--- src/sv/wmsc_pkg.sv ---
// shared types and constants for the watch mode stopwatch controller
package wmsc_pkg;

	// event codes carried on the input stream
	typedef enum logic [2:0] {
		FUNC_TICK       = 3'd0,
		FUNC_SCREEN_BTN = 3'd1,
		FUNC_SW_BTN     = 3'd2,
		FUNC_LINK_SCR   = 3'd3,
		FUNC_LINK_RST   = 3'd4,
		FUNC_LINK_TGL   = 3'd5
	} func_t;

	// configuration register indexes
	typedef enum logic [1:0] {
		CFG_FIRST_DEB  = 2'd0,
		CFG_SECOND_DEB = 2'd1,
		CFG_DEMO_EN    = 2'd2,
		CFG_DEMO_INTV  = 2'd3
	} cfg_idx_t;

	typedef logic [1:0] screen_t;

	localparam screen_t SCREEN_DASH      = 2'd0;
	localparam screen_t SCREEN_STOPWATCH = 2'd3;

	localparam int TimeW    = 32;
	localparam int DebW     = 16;
	localparam int IntvW    = 24;
	localparam int SecondMs = 1000;
	localparam int SecCntW  = 10;

	localparam int InDataW  = 8;
	localparam int OutDataW = 40;
	localparam int CfgDataW = 24;

	localparam logic [SecCntW-1:0] SEC_LAST = SecCntW'(SecondMs - 1);

endpackage

--- src/sv/watch_mode_stopwatch_controller.sv ---
// watch mode controller: tick, buttons, link events, stopwatch and screen state
//
//  channel   | ports                          | payload
//  ----------+--------------------------------+------------------------------------------
//  event in  | s_axis_tvalid/tready/tdata     | func[2:0], screen_request[4:3]
//  result out| m_axis_tvalid/tready/tdata     | screen, stopwatch_value_ms, flags
//  config    | cfg_valid/cfg_ready/index/data | one register per transaction
//
// one event per cycle while the result register is not stalled: an event is held in the
// input register, the state update and result are computed from it and land in the result register.
// result valid once the event has moved from the input register into the result register.
// reset returns every register to its power-on value; config is always ready.
// a stalled result register holds the input register; input keeps flowing while
// the input register is empty or moving on.
module watch_mode_stopwatch_controller
	import wmsc_pkg::*;
(
	input  logic                clk,
	input  logic                arst_n,
	// event stream
	input  logic                s_axis_tvalid,
	output logic                s_axis_tready,
	input  logic [InDataW-1:0]  s_axis_tdata,   // [2:0] func, [4:3] screen_request, rest zero
	// result stream
	output logic                m_axis_tvalid,
	input  logic                m_axis_tready,
	output logic [OutDataW-1:0] m_axis_tdata,   // [1:0] screen, [33:2] stopwatch_value_ms,
	                                            // [34] stopwatch_running, [35] second_elapsed,
	                                            // [36] screen_switched, [37] redraw_request,
	                                            // [38] press_accepted, [39] zero
	// configuration writes
	input  logic                cfg_valid,
	output logic                cfg_ready,
	input  logic [1:0]          cfg_index,
	input  logic [CfgDataW-1:0] cfg_data
);

	// configuration registers
	logic [DebW-1:0]  first_deb_q;
	logic [DebW-1:0]  second_deb_q;
	logic             demo_q;
	logic [IntvW-1:0] intv_q;

	// controller state
	logic [TimeW-1:0]   sys_q;
	logic [SecCntW-1:0] sec_cnt_q;
	logic [TimeW-1:0]   sw_q;
	logic               run_q;
	screen_t            scr_q;
	logic               first_seen_q;
	logic [TimeW-1:0]   first_last_q;
	logic               second_seen_q;
	logic [TimeW-1:0]   second_last_q;
	logic [TimeW-1:0]   auto_last_q;

	// input register
	logic       valid_s1;
	logic [2:0] func_s1;
	screen_t    req_s1;

	// result register
	logic               out_valid_q;
	logic [OutDataW-1:0] out_data_q;

	logic advance;
	logic take_in;
	logic step;

	assign advance       = !out_valid_q || m_axis_tready;
	assign s_axis_tready = !valid_s1 || advance;
	assign take_in       = s_axis_tvalid && s_axis_tready;
	assign step          = valid_s1 && advance;
	assign cfg_ready     = 1'b1;

	assign m_axis_tvalid = out_valid_q;
	assign m_axis_tdata  = out_data_q;

	// next state and result of the event in the input register
	logic [TimeW-1:0]   sys_n;
	logic [SecCntW-1:0] sec_cnt_n;
	logic [TimeW-1:0]   sw_n;
	logic               run_n;
	screen_t            scr_n;
	logic               first_seen_n;
	logic [TimeW-1:0]   first_last_n;
	logic               second_seen_n;
	logic [TimeW-1:0]   second_last_n;
	logic [TimeW-1:0]   auto_last_n;
	logic               second_f;
	logic               redraw_f;
	logic               accept_f;
	logic               do_cycle;
	logic [TimeW-1:0]   sys_inc;
	logic [TimeW-1:0]   cycle_now;
	logic               deb1_ok;
	logic               deb2_ok;
	logic               demo_due;

	assign sys_inc  = sys_q + TimeW'(1);
	assign deb1_ok  = !first_seen_q ||
		((sys_q - first_last_q) >= TimeW'(first_deb_q));
	assign deb2_ok  = !second_seen_q ||
		((sys_q - second_last_q) >= TimeW'(second_deb_q));
	assign demo_due = demo_q && ((sys_inc - auto_last_q) >= TimeW'(intv_q));

	always_comb begin
		sys_n         = sys_q;
		sec_cnt_n     = sec_cnt_q;
		sw_n          = sw_q;
		run_n         = demo_q ? 1'b1 : run_q;
		scr_n         = scr_q;
		first_seen_n  = first_seen_q;
		first_last_n  = first_last_q;
		second_seen_n = second_seen_q;
		second_last_n = second_last_q;
		auto_last_n   = auto_last_q;
		second_f      = 1'b0;
		redraw_f      = 1'b0;
		accept_f      = 1'b0;
		do_cycle      = 1'b0;
		cycle_now     = sys_q;

		case (func_s1)
			FUNC_TICK: begin
				sys_n = sys_inc;
				// ms within second, realigned when system time wraps to zero
				if (sys_q == '1 || sec_cnt_q == SEC_LAST) begin
					sec_cnt_n = '0;
				end else begin
					sec_cnt_n = sec_cnt_q + SecCntW'(1);
				end
				second_f = (sec_cnt_n == '0);
				if (run_n) begin
					sw_n = sw_q + TimeW'(1);
				end
				cycle_now = sys_inc;
				if (demo_due) begin
					do_cycle = 1'b1;
					redraw_f = 1'b1;
				end
			end
			FUNC_SCREEN_BTN: begin
				if (deb1_ok) begin
					first_seen_n = 1'b1;
					first_last_n = sys_q;
					accept_f     = 1'b1;
					do_cycle     = 1'b1;
					redraw_f     = 1'b1;
				end
			end
			FUNC_SW_BTN: begin
				if (deb2_ok) begin
					second_seen_n = 1'b1;
					second_last_n = sys_q;
					accept_f      = 1'b1;
					if (scr_q == SCREEN_STOPWATCH) begin
						run_n    = demo_q ? 1'b1 : !run_n;
						redraw_f = 1'b1;
					end
				end
			end
			FUNC_LINK_SCR: begin
				scr_n    = req_s1;
				redraw_f = 1'b1;
			end
			FUNC_LINK_RST: begin
				if (!demo_q) begin
					sw_n  = '0;
					run_n = 1'b0;
				end
				scr_n    = SCREEN_STOPWATCH;
				redraw_f = 1'b1;
			end
			FUNC_LINK_TGL: begin
				scr_n    = SCREEN_STOPWATCH;
				run_n    = demo_q ? 1'b1 : !run_n;
				redraw_f = 1'b1;
			end
			default: begin
			end
		endcase

		// screen button or demo advance action: reset a busy stopwatch screen outside demo mode, else advance
		if (do_cycle) begin
			auto_last_n = cycle_now;
			if (!demo_q && scr_q == SCREEN_STOPWATCH && (sw_n != '0 || run_n)) begin
				sw_n  = '0;
				run_n = 1'b0;
			end else begin
				scr_n = scr_q + screen_t'(1);
			end
		end
	end

	// configuration writes
	always_ff @(posedge clk or negedge arst_n) begin
		if (!arst_n) begin
			first_deb_q  <= DebW'(200);
			second_deb_q <= DebW'(200);
			demo_q       <= 1'b0;
			intv_q       <= IntvW'(15000);
		end else if (cfg_valid && cfg_ready) begin
			case (cfg_idx_t'(cfg_index))
				CFG_FIRST_DEB:  first_deb_q  <= cfg_data[DebW-1:0];
				CFG_SECOND_DEB: second_deb_q <= cfg_data[DebW-1:0];
				CFG_DEMO_EN:    demo_q       <= cfg_data[0];
				CFG_DEMO_INTV:  intv_q       <= cfg_data[IntvW-1:0];
				default: begin
				end
			endcase
		end
	end

	// input register
	always_ff @(posedge clk or negedge arst_n) begin
		if (!arst_n) begin
			valid_s1 <= 1'b0;
			func_s1  <= '0;
			req_s1   <= SCREEN_DASH;
		end else if (s_axis_tready) begin
			valid_s1 <= s_axis_tvalid;
			if (take_in) begin
				func_s1 <= s_axis_tdata[2:0];
				req_s1  <= s_axis_tdata[4:3];
			end
		end
	end

	// controller state update, one event per step
	always_ff @(posedge clk or negedge arst_n) begin
		if (!arst_n) begin
			sys_q         <= '0;
			sec_cnt_q     <= '0;
			sw_q          <= '0;
			run_q         <= 1'b0;
			scr_q         <= SCREEN_DASH;
			first_seen_q  <= 1'b0;
			first_last_q  <= '0;
			second_seen_q <= 1'b0;
			second_last_q <= '0;
			auto_last_q   <= '0;
		end else if (step) begin
			sys_q         <= sys_n;
			sec_cnt_q     <= sec_cnt_n;
			sw_q          <= sw_n;
			run_q         <= run_n;
			scr_q         <= scr_n;
			first_seen_q  <= first_seen_n;
			first_last_q  <= first_last_n;
			second_seen_q <= second_seen_n;
			second_last_q <= second_last_n;
			auto_last_q   <= auto_last_n;
		end
	end

	// result register
	always_ff @(posedge clk or negedge arst_n) begin
		if (!arst_n) begin
			out_valid_q <= 1'b0;
		end else if (advance) begin
			out_valid_q <= valid_s1;
		end
	end

	always_ff @(posedge clk or negedge arst_n) begin
		if (!arst_n) begin
			out_data_q <= '0;
		end else if (step) begin
			out_data_q <= {1'b0, accept_f, redraw_f, (scr_n != scr_q), second_f,
				run_n, sw_n, scr_n};
		end
	end

`ifndef SYNTHESIS
	// ms-within-second counter never leaves its range
	a_sec_range: assert property (@(posedge clk) disable iff (!arst_n)
		sec_cnt_q <= SEC_LAST)
		else $error("second counter out of range");

	// an event waiting behind a stalled result is not dropped
	a_hold_s1: assert property (@(posedge clk) disable iff (!arst_n)
		(valid_s1 && !advance) |=> valid_s1)
		else $error("input register lost an event");

	// demo mode leaves the stopwatch running after every event
	a_demo_run: assert property (@(posedge clk) disable iff (!arst_n)
		(step && demo_q) |=> run_q)
		else $error("stopwatch stopped in demo mode");

	// a screen change always comes with a redraw
	a_change_redraw: assert property (@(posedge clk) disable iff (!arst_n)
		(out_valid_q && out_data_q[36]) |-> out_data_q[37])
		else $error("screen change without redraw");

	// once a press was accepted the first-press mark stays
	a_seen_sticky: assert property (@(posedge clk) disable iff (!arst_n)
		first_seen_q |=> first_seen_q)
		else $error("first press mark cleared");
`endif

endmodule

--- config.mk ---
export PLATFORM = sky130hd
export DESIGN_NAME = watch_mode_stopwatch_controller
export DESIGN_NICKNAME = d
export VERILOG_FILES = /design/src/sv/wmsc_pkg.sv /design/src/sv/watch_mode_stopwatch_controller.sv
export SDC_FILE = /design/constraint.sdc
export NUM_CORES = 1
export LEC_CHECK = 0
export ABC_AREA = 1
export BUFFER_PORTS_ARGS = -buffer_cell sky130_fd_sc_hd__buf_2
export CAP_MARGIN = 20
export CELL_PAD_IN_SITES_DETAIL_PLACEMENT = 1
export CELL_PAD_IN_SITES_GLOBAL_PLACEMENT = 2
export CORE_ASPECT_RATIO = 0.9
export CORE_MARGIN = 2
export CORE_UTILIZATION = 32
export CTS_CLUSTER_DIAMETER = 30
export DETAILED_ROUTE_END_ITERATION = 7
export PLACE_DENSITY = 0.75
export SKIP_CTS_REPAIR_TIMING = 1
export SYNTH_ARGS = -nofsm -noshare
export SYNTH_HDL_FRONTEND = slang
export SYNTH_SLANG_ARGS = --single-unit
--- constraint.sdc ---
create_clock -name clk -period 5.3 [get_ports clk]
set_clock_uncertainty 0.1 [all_clocks]
set_input_delay 0.795 -clock clk [delete_from_list [all_inputs] [get_ports clk]]
set_output_delay 0.795 -clock clk [all_outputs]
set_load 0.02 [all_outputs]
==> metrics.txt, run 1 <==
status=finished with violations; failing checks=setup timing; Req. time, crit path=5.67 ns; DIE AREA=64500 um^2; number of global-route vias before repair=22220; Worst Reg2Reg Path Length in Cells=38; setup_tns=-18.38 ns; Final nets=3546; critical path class=flop to flop; Largest stage delay, worst path=0.35 ns; fraction of layout cells with a size suffix above 1=16.74%; All-Layer GR Usage=24.05%; die height=241.1 um; DRC Markers=0; vias=21040; PortBufs=76; Crit. Startpoint=sys_q[0]$_DFFE_PN0P_; Fmax=0.1775 GHz; Syn Area/Cell=6.555 um^2; largest area contributor in the synthesized netlist=dfrtp_1; Yosys top cell area share=28.79%; worst min path class=primary input to asynchronous set/reset pin; IO Pins=82; core area=61550 um^2; Worst R2R Start=sys_q[0]$_DFFE_PN0P_; reg2reg end=auto_last_q[18]$_DFFE_PN0P_; Worst Tran Pin Value=1.052 ns; R2R Setup Slk=-0.33 ns; Layout Cells excl Fill=4242; sequential share of the synthesized area=30.49%; CP endpoint=auto_last_q[18]$_DFFE_PN0P_; Util after Layout=42.13%; worst path bufs/invs=9; CP max stage cell=dfrtp_1; critical path depth=38; drt via density=4.961; area occupied by multi-input gates=12070 um^2; CTS tree=built; RSZ-0062 raised after global routing=true; EDFF count, synth=0; CTS buffer count=77; total gr overflow=0; worst path arrival time=6.00 ns; GP Congestion=0.9193; P_leak=0.01336 uW; Async S/R FF share, synth=100.0%; crit-path leading delay family=simple AND/OR/NAND/NOR gates; die span in x=267.5 um; clock latency on the worst-skew pair=0.60 ns; most frequent cell after synthesis=nand2_1; Sequential Area=6097 um^2; Post-synth top flop=dfrtp_1; Synth cell types=60; Sink Count=243; TritonRoute pass-1 iters=5; # rows=86; DP Area=22690 um^2; largest net degree at the start of global routing=105; Detail Placement HPWL=60980 um; initial antenna violation count=2; relative slew slack=29.70%; # setup viols final=69; main area contributors after synthesis=dfrtp_1 29%, nand2_1 17%, inv_1 9.8%, ha_1 9.6%, o21ai_0 7.0%; min Tclk post-route=5.633 ns; crit-path max FO=7; Tcrit/Tclk final=106.3%; most frequent CP cell=inv_2; Initial Util=32.48%; flops & latches, synth=243; Cells after Synth=3050; WL per Instance=18.19 um; Pins Over Slew Limit=0; DP Worst Slack=-0.5747 ns; crit path launch type=flop; placed insts=4091; first-pass GRT wire length=121000 um; number of diodes=0; Max IR drop VDD=0.4539 mV; post-route design area=25930 um^2; drt total wl=77150 um; final hold viol count=0; synthesized cell area=19990 um^2; synth warn=0; clock tree buffer depth=3; Iter 0 DRT Violations=1057; Syn Nets=3245; Worst Setup End Kind=flop; clk slew on worst S/H paths=0.04 ns; Final ANT Viol Nets=0; number of max-cap violations=0; H-tree lvl count=3; area grow syn2layout=29.69%; root buf cell=clkbuf_16; Setup WS post-layout=-0.3326 ns; Fillers=7874; PD cells=725.4 nW/um^2; top post-synthesis cells by count=879 x nand2_1, 521 x inv_1, 280 x o21ai_0, 233 x nor2_1, 230 x dfrtp_1
-- layout by cell type, fill, tap and decap left out, types with 9 or more instances in the layout --
cell type / synthesis / routed
buf_12: 0 / 9
nor3_1: 51 / 46
ha_1: 153 / 148
clkbuf_8: 0 / 17
nor2_4: 3 / 9
nand3_1: 144 / 140
clkinv_2: 0 / 13
buf_2: 14 / 75
o211ai_1: 17 / 17
nor2_1: 233 / 224
buf_4: 10 / 199
o21ai_2: 1 / 23
nor2_2: 16 / 19
inv_2: 12 / 17
o21ai_1: 45 / 40
a21oi_2: 1 / 9
xnor2_1: 16 / 13
nand3b_1: 10 / 10
nand2_2: 3 / 14
xor2_1: 62 / 60
o21ai_0: 280 / 263
inv_1: 521 / 516
clkbuf_1: 41 / 15
dfrtp_1: 230 / 230
nand2_1: 879 / 860
nand4_1: 49 / 49
dfstp_2: 13 / 13
a21oi_1: 147 / 138
clkbuf_16: 0 / 79
-- state kept, by name, indices dropped and copies added, names as in the netlist, 2 cells and up --
register	count
sw_q	31
m_axis_tdata	7
func_s1	3
req_s1	2
sec_cnt_q	10
intv_q	24
second_last_q	32
sys_q	32
second_deb_q	16
first_last_q	32
first_deb_q	16
auto_last_q	32
-- worst min-delay path by stage --
stage / from / to / slack (ns) / cells past startpoint
2_1_floorplan: second_seen_q$_DFFE_PN0P_ / second_seen_q$_DFFE_PN0P_ / 0.32 / 2
4_1_cts: arst_n / intv_q[20]$_DFFE_PN0P_ / 0.16 / 1
5_1_grt: arst_n / intv_q[20]$_DFFE_PN0P_ / 0.18 / 1
3_3_place_gp: second_seen_q$_DFFE_PN0P_ / second_seen_q$_DFFE_PN0P_ / 0.35 / 2
6_report: arst_n / intv_q[20]$_DFFE_PN0P_ / 0.1 / 1
3_5_place_dp: second_seen_q$_DFFE_PN0P_ / second_seen_q$_DFFE_PN0P_ / 0.36 / 2
-- worst reg2reg max path, delay by kind of cell, from the launching register on --
kind                     cells  cell delay, ns
XOR/XNOR                     2            0.37
buffers and inverters        9            0.88
flip-flops                   1            0.35
AO/OA/AOI/OAI                6            0.77
adder cells (fa/ha/maj)      3            0.84
AND/OR/NAND/NOR             18            2.23
-- cell type report --
cell class | instances | share of cell area (%)
well taps | 836 | 4.034
clock buffers | 110 | 8.647
flip-flops and latches | 243 | 23.51
multi-input cells | 2202 | 46.55
inverters | 536 | 7.759
repair buffers | 291 | 8.319
clock inverters | 24 | 1.182
-- stage by stage --
stage          hold WS [ns]  power, uW
6_report            0.09832      18810
5_1_grt              0.1769      20500
4_1_cts              0.1596      18430
3_5_place_dp         0.3613      13790
3_3_place_gp         0.3497      13380
2_1_floorplan        0.3229       9606
-- routing by layer --
layer	up-vias	wire (um)	GRT usage [%]
met3	115	2874	2.949
li1	10370	-	-
met4	0	2022	7.889
met2	350	34410	38.09
met5	-	0	0
met1	10210	37840	33.96
-- logic make-up (layout without fill, tap and decap cells) --
logic type,count (synthesis),count (layout),synth area share (%)
AND/OR/NAND/NOR,1420,1420,29.73
other,2,2,0.03756
flip-flops,243,243,30.49
buffers and inverters,605,961,11.67
AO/OA/AOI/OAI,543,543,14.55
multiplexers,2,2,0.1126
XOR/XNOR,79,79,3.529
adder cells (fa/ha/maj),156,156,9.875
-- power by group --
part           switching (uW)  total (uW)  internal (uW)
registers                 412        2810           2400
clock network            1300        4470           3180
logic                    7180       11500           4350
total                    8890       18800           9920
Note: power is estimated with default switching activity, not from simulation.
==> run 2, diff against run 1 <==
--- a/config.mk
+++ b/config.mk
@@ -20,3 +20,4 @@
 export SYNTH_ARGS = -nofsm -noshare
 export SYNTH_HDL_FRONTEND = slang
 export SYNTH_SLANG_ARGS = --single-unit
+export TNS_END_PERCENT = 10
==> run 2 against run 1 <==
Compared with the run above:
- register-to-register slack barely moved
- count of clock-buffer cells in the layout did not move
- the run ends with DRC, setup timing left
- global-route usage did not move
- clock power barely moved
- largest power group unchanged
- worst setup slack got worse by 0.0035 ns
- critical path depth did not move
- non-clock buffer count fell by 4
- wire length fell by 0.45%
- flip-flop and latch count did not move
==> metrics.txt, run 2 (synthesized netlist as in run 1, its figures left out) <==
status=finished with violations; failing checks=DRC, setup timing; vias=21010 (-0.16%); crit-path max FO=14 (+7); Final ANT Viol Nets=0 (unchanged); total power=18770 uW (-0.20%); met2 GRT Util=38.09% (unchanged); IO Pins=82 (unchanged); PortBufs=76 (unchanged); final hold viol count=0 (unchanged); core area=61550 um^2 (unchanged); Util after Layout=41.86% (-0.27 points); Largest stage delay, worst path=0.35 ns (about the same); number of diodes=0 (unchanged); root buf cell=clkbuf_16; fraction of layout cells with a size suffix above 1=15.99% (-0.74 points); clock latency on the worst-skew pair=0.59 ns (about the same); GP Congestion=0.9193 (unchanged); largest net degree at the start of global routing=105 (unchanged); DIE AREA=64500 um^2 (unchanged); drt via density=4.957 (about the same); Setup WS post-layout=-0.3360 ns (-0.003464 ns); number of global-route vias before repair=22220 (unchanged); Worst Setup End Kind=flop; worst min path class=primary input to asynchronous set/reset pin; gr busiest metal=met2; initial antenna violation count=2 (unchanged); Final nets=3542 (-0.11%); placed insts=4091 (unchanged); die span in x=267.5 um (unchanged); Detail Placement HPWL=60980 um (unchanged); first-pass GRT wire length=121000 um (unchanged); area grow syn2layout=28.86%; total gr overflow=0 (unchanged); RSZ-0062 raised after global routing=true; crit path launch type=flop; CP max stage cell=dfrtp_1; met1 usage=33.96% (unchanged); commonest non-fill, non-tap cells in the layout=869 x nand2_1, 515 x inv_1, 252 x o21ai_0; PD cells=728.6 nW/um^2 (+0.44%); min Tclk post-route=5.636 ns (+0.003464 ns); drt total wl=76800 um (-0.45%); die height=241.1 um (unchanged); CTS tree=built; Max IR drop VDD=0.4540 mV (about the same); Fillers=7897 (+0.29%); Fmax=0.1774 GHz (about the same); Worst Tran Pin Value=1.048 ns (-0.003938 ns); TritonRoute pass-1 iters=8 (+3); # setup viols final=69 (unchanged); number of max-cap violations=0 (unchanged); WL per Instance=18.12 um (-0.35%); clock tree buffer depth=3 (unchanged); Tcrit/Tclk final=106.3% (about the same); P_leak=0.01325 uW (-0.87%); clk slew on worst S/H paths=0.04 ns (about the same); worst path arrival time=5.99 ns (about the same); All-Layer GR Usage=24.05% (unchanged); Initial Util=32.48% (unchanged); # rows=86 (unchanged); Sink Count=243 (unchanged); relative slew slack=29.96% (+0.26 points); commonest non-fill, non-tap cell in the layout=nand2_1; CTS buffer count=77 (unchanged); Req. time, crit path=5.66 ns (about the same); Pins Over Slew Limit=0 (unchanged); H-tree lvl count=3 (unchanged); DRC Markers=2 (+2); M3 GR Usage=2.949% (unchanged); critical path class=flop to flop; Iter 0 DRT Violations=1109 (+4.9%); most frequent CP cell=inv_2; Layout Cells excl Fill=4238 (-0.094%)
## run 2: changes by cell type in the layout (fill, tap and decap cells not counted), sizes merged
cell and change:
buf -4
## run 2: critical path: cells and delay by family (launching register included)
kind            cells  cell delay (ns)
simple gates       18             2.23
compound gates      6             0.75
xor+xnor            2             0.37
buf+inv             9             0.88
flops               1             0.35
fa+ha+maj           3             0.83
## run 2: metrics by stage
step                      worst slack [ns]  setup TNS (ns)  hold slack, ns  cell area [um^2]
after floorplan                     0.3386               0          0.3229             19990
after global placement             -0.3986          -20.43          0.3497             22690
after detailed placement           -0.5747          -32.98          0.3613             22690
after CTS                          -0.6124          -35.55          0.1596             25240
after global routing               -0.7329          -45.63          0.1768             25760
final                              -0.3360          -18.48          0.1018             25760
## run 2: routing by layer
| metal | vias to the layer above | wire, um |
|---|---|---|
| met1 | 10210 | 38010 |
| met5 | - | 0 |
| met4 | 0 | 2025 |
| li1 | 10360 | - |
| met2 | 319 | 34040 |
| met3 | 117 | 2730 |
## run 2: power breakdown
part / total (uW) / internal [uW] / switching, uW
clock: 4470 / 3180 / 1290
combinational: 11500 / 4340 / 7160
sequential: 2810 / 2400 / 411
total: 18800 / 9910 / 8860
## run 2: final timing paths
path	slack (ns)	startpoint	depth (start not counted)	end
max in group asynchronous	3.80	arst_n	2	sys_q[13]$_DFFE_PN0P_
min	0.10	arst_n	1	intv_q[20]$_DFFE_PN0P_
max	-0.34	sys_q[0]$_DFFE_PN0P_	38	auto_last_q[22]$_DFFE_PN0P_
min in group clk	0.34	s_axis_tdata[4]	2	req_s1[1]$_DFFE_PN0P_
min reg2reg	0.37	m_axis_tdata[35]$_DFFE_PN0P_	2	m_axis_tdata[35]$_DFFE_PN0P_
max reg2reg	-0.34	sys_q[0]$_DFFE_PN0P_	38	auto_last_q[22]$_DFFE_PN0P_
## run 2: area by class of cell
type	count	area, um^2	area share (%)
Multi-Input combinational cell	2202	11960	46.41
Sequential cell	243	6097	23.66
Clock buffer	110	2242	8.702
Timing Repair Buffer	287	2103	8.163
Inverter	536	2012	7.809
Tap cell	836	1046	4.060
Clock inverter	24	306.5	1.190
